`config.mk`:
```
export PLATFORM = sky130hd
export DESIGN_NAME = url_percent_decoder_top
export DESIGN_NICKNAME = d
export VERILOG_FILES = /design/src/hdl/uppd_pkg.sv /design/src/hdl/url_percent_decoder_top.sv /design/src/hdl/uppd_front.sv /design/src/hdl/uppd_queue.sv /design/src/hdl/uppd_back.sv
export SDC_FILE = /design/constraint.sdc
export NUM_CORES = 1
export LEC_CHECK = 0
export ABC_AREA = 1
export BUFFER_PORTS_ARGS = -buffer_cell sky130_fd_sc_hd__buf_2
export CORE_ASPECT_RATIO = 0.75
export CORE_MARGIN = 4
export CORE_UTILIZATION = 60
export CTS_BUF_LIST = sky130_fd_sc_hd__clkbuf_16
export DETAILED_ROUTE_END_ITERATION = 10
export PLACE_DENSITY = 0.78
export SLEW_MARGIN = 5
export SYNTH_ARGS = -nofsm -noshare
export SYNTH_HDL_FRONTEND = slang
export SYNTH_SLANG_ARGS = --single-unit
export TNS_END_PERCENT = 30
```
`constraint.sdc`:
```
create_clock -name clk -period 4.1 [get_ports clk]
set_input_delay 0.41 -clock clk [delete_from_list [all_inputs] [get_ports clk]]
set_output_delay 0.41 -clock clk [all_outputs]
set_load 0.01 [all_outputs]
```
`src/hdl/uppd_pkg.sv`:
```
// Shared types, character constants and hex helper for the URL percent decoder.
package uppd_pkg;

  localparam logic [7:0] CH_PERCENT = 8'h25;
  localparam logic [7:0] CH_PLUS    = 8'h2B;
  localparam logic [7:0] CH_SPACE   = 8'h20;
  localparam int unsigned HEX_BASE_BITS = 4;   // log2 of radix 16
  localparam int unsigned UPPD_QUEUE_DEPTH = 2;

  typedef enum logic [1:0] {
    PH_IDLE  = 2'd0,
    PH_PCT   = 2'd1,
    PH_DIGIT = 2'd2
  } phase_t;

  // Up to three output bytes released by one input beat.
  typedef struct packed {
    logic            last;
    logic [1:0]      cnt;
    logic [2:0][7:0] bytes;
  } group_t;

  typedef struct packed {
    logic                     ok;
    logic [HEX_BASE_BITS-1:0] val;
  } hex_t;

  function automatic hex_t hex_decode(input logic [7:0] c);
    hex_t h;
    h.ok  = 1'b1;
    h.val = '0;
    if (c >= 8'h30 && c <= 8'h39) begin
      h.val = HEX_BASE_BITS'(c - 8'h30);
    end else if (c >= 8'h41 && c <= 8'h46) begin
      h.val = HEX_BASE_BITS'(c - 8'h41 + 8'd10);
    end else if (c >= 8'h61 && c <= 8'h66) begin
      h.val = HEX_BASE_BITS'(c - 8'h61 + 8'd10);
    end else begin
      h.ok = 1'b0;
    end
    return h;
  endfunction

endpackage

```
`src/hdl/url_percent_decoder_top.sv`:
```
// A decoded byte is stored in the group queue and then in the output register before it is shown.
// Throughput: one input beat per cycle while in_stall is low; a beat that releases two
// or three bytes holds the output while they are sent in turn, and the group queue (QUEUE_DEPTH
// entries) absorbs such bursts before in_stall rises.
// An open escape ('%' or '%' plus one digit) releases nothing until the next beat.
// Reset (rst_n low, synchronous) empties the queue and output and returns to idle.
module url_percent_decoder_top #(
  parameter int unsigned QUEUE_DEPTH = uppd_pkg::UPPD_QUEUE_DEPTH
) (
  input  logic       clk,
  input  logic       rst_n,
  input  logic       in_valid,
  input  logic [7:0] in_byte,
  input  logic       in_last,
  output logic       in_stall,
  output logic       out_valid,
  output logic [7:0] out_byte,
  output logic       out_last,
  input  logic       out_stall
);
  import uppd_pkg::*;

  logic   q_full, q_valid, push, pop;
  group_t push_grp, head;

  assign in_stall = q_full;

  uppd_front u_front (
    .clk      (clk),
    .rst_n    (rst_n),
    .in_valid (in_valid),
    .in_byte  (in_byte),
    .in_last  (in_last),
    .q_full   (q_full),
    .push     (push),
    .push_grp (push_grp)
  );

  uppd_queue #(.DEPTH(QUEUE_DEPTH)) u_queue (
    .clk      (clk),
    .rst_n    (rst_n),
    .push     (push),
    .push_grp (push_grp),
    .pop      (pop),
    .full     (q_full),
    .q_valid  (q_valid),
    .head     (head)
  );

  uppd_back u_back (
    .clk       (clk),
    .rst_n     (rst_n),
    .q_valid   (q_valid),
    .head      (head),
    .pop       (pop),
    .out_valid (out_valid),
    .out_byte  (out_byte),
    .out_last  (out_last),
    .out_stall (out_stall)
  );

  a_last_pushes: assert property (@(posedge clk) disable iff (!rst_n)
    in_valid && !in_stall && in_last |=> q_valid)
    else $error("final beat left no queued group");

  a_push_nonempty: assert property (@(posedge clk) disable iff (!rst_n)
    push |-> push_grp.cnt != 2'd0)
    else $error("empty group pushed");

  a_pop_valid: assert property (@(posedge clk) disable iff (!rst_n)
    pop |-> q_valid)
    else $error("pop from empty queue");

  a_reset_idle: assert property (@(posedge clk)
    !rst_n |=> !out_valid && !q_valid)
    else $error("output or queue busy after reset");

endmodule

```
`src/hdl/uppd_front.sv`:
```
// Front end: accepts encoded bytes, tracks escape phase, builds output groups.
module uppd_front (
  input  logic            clk,
  input  logic            rst_n,
  input  logic            in_valid,
  input  logic [7:0]      in_byte,
  input  logic            in_last,
  input  logic            q_full,
  output logic            push,
  output uppd_pkg::group_t push_grp
);
  import uppd_pkg::*;

  phase_t     phase_r, phase_nxt;
  logic [7:0] held_r, held_nxt;
  logic       acc;
  hex_t       hx_c, hx_h;
  logic       pct, opens;
  logic [7:0] sb;
  logic [1:0] pre;
  group_t     grp;

  assign acc   = in_valid && !q_full;
  assign hx_c  = hex_decode(in_byte);
  assign hx_h  = hex_decode(held_r);
  assign pct   = (in_byte == CH_PERCENT);
  assign opens = pct && !in_last;
  assign sb    = (in_byte == CH_PLUS) ? CH_SPACE : in_byte;

  always_comb begin
    phase_nxt = phase_r;
    held_nxt  = held_r;
    if (acc) begin
      phase_nxt = opens ? PH_PCT : PH_IDLE;
      case (phase_r)
        PH_PCT: begin
          if (!in_last && hx_c.ok) begin
            phase_nxt = PH_DIGIT;
            held_nxt  = in_byte;
          end
        end
        PH_DIGIT: begin
          if (hx_c.ok) begin
            phase_nxt = PH_IDLE;
          end
        end
        default: ;
      endcase
    end
  end

  always_comb begin
    pre       = 2'd0;
    grp.last  = in_last;
    grp.cnt   = 2'd0;
    grp.bytes = '0;
    case (phase_r)
      PH_PCT: begin
        pre = (!in_last && hx_c.ok) ? 2'd3 : 2'd1;
      end
      PH_DIGIT: begin
        pre = hx_c.ok ? 2'd3 : 2'd2;
      end
      default: pre = 2'd0;
    endcase
    // pre == 3 marks a beat that needs no scan of the current byte
    if (pre == 2'd3) begin
      if (phase_r == PH_DIGIT) begin
        grp.cnt      = 2'd1;
        grp.bytes[0] = {hx_h.val, hx_c.val};
      end
    end else begin
      grp.cnt      = pre + {1'b0, !opens};
      grp.bytes[0] = (pre == 2'd0) ? sb : CH_PERCENT;
      grp.bytes[1] = (pre == 2'd2) ? held_r : sb;
      grp.bytes[2] = sb;
    end
  end

  assign push     = acc && (grp.cnt != 2'd0);
  assign push_grp = grp;

  always_ff @(posedge clk) begin
    if (!rst_n) begin
      phase_r <= PH_IDLE;
    end else begin
      phase_r <= phase_nxt;
    end
  end

  always_ff @(posedge clk) begin
    held_r <= held_nxt;
  end

endmodule

```
`src/hdl/uppd_queue.sv`:
```
// Small FIFO of output groups between front and back ends.
module uppd_queue #(
  parameter int unsigned DEPTH = uppd_pkg::UPPD_QUEUE_DEPTH
) (
  input  logic             clk,
  input  logic             rst_n,
  input  logic             push,
  input  uppd_pkg::group_t push_grp,
  input  logic             pop,
  output logic             full,
  output logic             q_valid,
  output uppd_pkg::group_t head
);
  import uppd_pkg::*;

  localparam int unsigned PTR_W = (DEPTH > 1) ? $clog2(DEPTH) : 1;
  localparam int unsigned CNT_W = $clog2(DEPTH + 1);
  localparam logic [PTR_W-1:0] PTR_LAST = PTR_W'(DEPTH - 1);

  group_t           mem_r [DEPTH];
  logic [PTR_W-1:0] wr_ptr_r, wr_ptr_nxt, rd_ptr_r, rd_ptr_nxt;
  logic [CNT_W-1:0] cnt_r, cnt_nxt;

  assign full    = (cnt_r == CNT_W'(DEPTH));
  assign q_valid = (cnt_r != '0);
  assign head    = mem_r[rd_ptr_r];

  always_comb begin
    wr_ptr_nxt = wr_ptr_r;
    rd_ptr_nxt = rd_ptr_r;
    cnt_nxt    = cnt_r;
    if (push) begin
      wr_ptr_nxt = (wr_ptr_r == PTR_LAST) ? '0 : wr_ptr_r + 1'b1;
    end
    if (pop) begin
      rd_ptr_nxt = (rd_ptr_r == PTR_LAST) ? '0 : rd_ptr_r + 1'b1;
    end
    if (push && !pop) begin
      cnt_nxt = cnt_r + 1'b1;
    end else if (pop && !push) begin
      cnt_nxt = cnt_r - 1'b1;
    end
  end

  always_ff @(posedge clk) begin
    if (!rst_n) begin
      wr_ptr_r <= '0;
      rd_ptr_r <= '0;
      cnt_r    <= '0;
    end else begin
      wr_ptr_r <= wr_ptr_nxt;
      rd_ptr_r <= rd_ptr_nxt;
      cnt_r    <= cnt_nxt;
    end
  end

  always_ff @(posedge clk) begin
    if (push) begin
      mem_r[wr_ptr_r] <= push_grp;
    end
  end

endmodule

```
`src/hdl/uppd_back.sv`:
```
// Back end: serializes queued groups into single output beats.
module uppd_back (
  input  logic             clk,
  input  logic             rst_n,
  input  logic             q_valid,
  input  uppd_pkg::group_t head,
  output logic             pop,
  output logic             out_valid,
  output logic [7:0]       out_byte,
  output logic             out_last,
  input  logic             out_stall
);
  import uppd_pkg::*;

  group_t     cur_r, cur_nxt;
  logic       cur_valid_r, cur_valid_nxt;
  logic [1:0] idx_r, idx_nxt;
  logic       out_valid_r, out_valid_nxt;
  logic [7:0] out_byte_r, out_byte_nxt;
  logic       out_last_r, out_last_nxt;
  logic       load, cur_end;

  assign load    = !out_valid_r || !out_stall;
  assign cur_end = (idx_r == cur_r.cnt - 2'd1);

  always_comb begin
    cur_nxt       = cur_r;
    cur_valid_nxt = cur_valid_r;
    idx_nxt       = idx_r;
    out_valid_nxt = out_valid_r;
    out_byte_nxt  = out_byte_r;
    out_last_nxt  = out_last_r;
    pop           = 1'b0;
    if (load) begin
      if (cur_valid_r) begin
        out_valid_nxt = 1'b1;
        out_byte_nxt  = cur_r.bytes[idx_r];
        out_last_nxt  = cur_r.last && cur_end;
        cur_valid_nxt = !cur_end;
        idx_nxt       = idx_r + 2'd1;
      end else if (q_valid) begin
        pop           = 1'b1;
        out_valid_nxt = 1'b1;
        out_byte_nxt  = head.bytes[0];
        out_last_nxt  = head.last && (head.cnt == 2'd1);
        cur_nxt       = head;
        cur_valid_nxt = (head.cnt > 2'd1);
        idx_nxt       = 2'd1;
      end else begin
        out_valid_nxt = 1'b0;
      end
    end
  end

  always_ff @(posedge clk) begin
    if (!rst_n) begin
      cur_valid_r <= 1'b0;
      out_valid_r <= 1'b0;
    end else begin
      cur_valid_r <= cur_valid_nxt;
      out_valid_r <= out_valid_nxt;
    end
  end

  always_ff @(posedge clk) begin
    cur_r      <= cur_nxt;
    idx_r      <= idx_nxt;
    out_byte_r <= out_byte_nxt;
    out_last_r <= out_last_nxt;
  end

  assign out_valid = out_valid_r;
  assign out_byte  = out_byte_r;
  assign out_last  = out_last_r;

endmodule
```
==> results.cfg <==
[finish]
seq_area_mm2 = 0.00318
drive_above_1_share_pct = 21.8
num-fill-cells = 552
layout.nets = 464
antenna_cells = 0
final_core_util_pct = 69.0
final_cells = 549
syn_to_final_growth_pct = 10.8
multi_input_area_mm2 = 0.00151

[global_routing]
grt_antenna_before_repair = 0
met1_usage_pct = 29.8
grt-busiest-layer = met2
met2_usage_pct = 31.4
grt_usage_pct = 20.6
grt_max_degree = 33
grt_pass1_vias = 2934
grt_pass1_wl_um = 15400
overflow = 0
grt_util_met3_pct = 4.75

[worst_hold_path]
hold_class = in -> reg
hold_path_startpoint = in_byte[4]

[critical_path]
timing.rr.start = u_front.phase_r[0]
cp_max_fo = 6
required_ps = 4340
cp-start-kind = primary input
cp.arrival_ps = 3090
crit_type = in -> reg
cp-end-kind = flop
startpoint = in_byte[0]

[drt]
avgRoutedWirePerCell_um = 17.0
routed_via_density = 5.55
first_pass_iters = 5
drtIter0Drc = 232
antenna_left = 0
drc = 0
dr_total_vias = 3048
wl_um = 9360

[timing]
slew_viol_final = 0
rsz0062_at_grt = no
fmax_mhz = 350
timing.setup.tns_ps = 0
fin_crit_ps = 2860
slew_headroom_pct = 26.5
fin_crit_sh_pct = 69.7
finalSetupViolCount = 0
skew_ps = 9.22
worst_pin_slew_ps = 1100
hold_violations = 0

[clock_tree]
postCtsHoldBufs = 0
cts_resized = 0
worstSkewPairLatency_ps = 340
clk_pin_slew_ps = 70
cts.path.max_buffers = 2
cts_made_buffers = 9
cts_setup_buffers = 0
htreeDepth = 3
cts_tree = built
clock-sinks = 109
cts-root-buf = clkbuf_16

[synthesis]
synth_area_leader_cell = edfxtp_1
ys_async_sr_fraction_pct = 0
synth_seq_area_share_pct = 64.3
ys.warnings.count = 0
syn_nets = 436
ys_ff_latch = 109
syn_area_mm2 = 0.00495
synth_cell_types = 39
synth_area_per_cell_um2 = 12.0
synth_edf_count = 100
ys.flop_type = edfxtp_1
yosysTopAreaCellShare_pct = 60.7
ys_top_cells_by_area = edfxtp_1, mux2_2, nor2_1
syn_inst = 411

[outcome]
outcome = completed

[floorplanning]
rows = 28
die_area_mm2 = 0.00978
fp.coreArea_mm2 = 0.00795
num_io_pins = 24
fp.dieH_um = 86.7
fp.dieW_um = 113
start_util_pct = 62.2

[placement]
port-buffer-count = 23
gp_congestion = 0.947
dp_cells = 533
dp_hpwl_um = 6690

[power_and_ir_drop]
vdd_drop_max_uv = 448
p_leak_nw = 2.14
power.density_mw_per_mm2 = 617

[job]
drv_cap = 0
==> cells in the mapped netlist, types with 2 or more instances <==
cell type,instances
mux2i_1,2
inv_2,5
dfxtp_1,9
edfxtp_1,100
mux2_2,25
o22ai_2,3
o22ai_1,3
buf_2,3
xor2_1,6
o32ai_1,2
ha_1,12
nor2_1,52
clkbuf_1,5
inv_1,48
a21oi_1,13
nor2_2,2
nor3_1,2
nand2_2,2
nand2_4,5
nand2_1,45
o21ai_0,26
a31oi_1,9
nand3_1,11
nand3_2,4
clkinv_4,2
nand4_1,2
==> layout by cell type (no fill, tap or decap), types with 2 or more instances in the layout <==
master,synthesis,layout
a31oi_1,9,9
nor2_2,2,3
o21ai_0,26,26
o22ai_1,3,3
nand2_1,45,45
a21oi_1,13,13
dfxtp_1,9,9
ha_1,12,12
xor2_1,6,6
buf_2,3,23
edfxtp_1,100,100
inv_1,48,48
inv_2,5,5
nand2_2,2,2
o22ai_2,3,3
mux2i_1,2,2
nand2_4,5,5
clkbuf_16,0,9
nand3_2,4,4
clkinv_4,2,2
nand3_1,11,11
o32ai_1,2,2
buf_4,1,4
inv_6,0,3
nor2_1,52,51
nand4_1,2,2
mux2_2,25,25
==> path summary, 6_finish.rpt <==
check / endpoint / slack [ps] / cells past startpoint
max: u_queue.cnt_r[1] / 1240 / 23
min: u_front.held_r[4] / 300 / 1
max reg2reg: u_queue.cnt_r[1] / 1420 / 17
min reg2reg: flop / 480 / 1
==> power breakdown <==
group | switching [mW] | total (mW) | internal, mW
Sequential | 0.165 | 1.77 | 1.61
Clock | 0.390 | 0.873 | 0.482
Combinational | 0.444 | 0.739 | 0.295
==> critical path, stage by stage <==
cell      delay [ps]
buf_2            130
inv_1            100
ha_1             250
o21ai_2          160
a21oi_4          100
inv_2             90
nand2_4           70
nand2_4           80
nand2_4           60
nand2_4           90
clkinv_4          70
ha_1             210
inv_1             50
nand2_1           40
nand2_1          100
nand3_2          110
nand2_1          110
inv_1             60
ha_1             320
a21oi_1          120
o21ai_0          110
o21ai_0          190
a21oi_1           50
==> routing by layer <==
metal	share of wire [%]	vias to the layer above
met5	0	-
li1	-	1486
met2	47	113
met1	46	1438
met4	1.6	0
met3	5.9	11
==> sequential cells by signal, summed over array words and instances, names as in the netlist, 2 cells and up, named ones only <==
register,count
u_back.cur_r,27
u_back.idx_r,2
u_back.out_byte,8
u_front.held_r,8
u_front.phase_r,2
u_queue.cnt_r,2
u_queue.mem_r,54
==> area by class of cell <==
type	count	share of cell area [%]
tap	105	2.40
clock buffer	9	4.11
clock inverter	7	1.44
multi-input combinational	237	27.4
sequential	109	58.0
inverter	55	3.95
timing repair buffer	27	2.65
==> logic make-up after synthesis <==
family | share of synthesized area, %
muxes | 6.09
buffers and inverters | 5.43
adders and majority gates | 3.03
AOI/OAI and AO/OA | 7.79
xor gates and xnor gates | 1.24
and+or+nand+nor | 12.1
DFF | 64.3
==> through the flow <==
step,worst slack [ps],power (mW),hold WS (ps),area (um^2)
2_1_floorplan,473,2.28,425,4950
3_3_place_gp,1100,2.50,433,5180
3_5_place_dp,910,2.54,483,5180
4_1_cts,1250,3.41,290,5490
5_1_grt,929,3.58,297,5490
6_report,1240,3.39,299,5490
(Power assumes the default switching activity.)
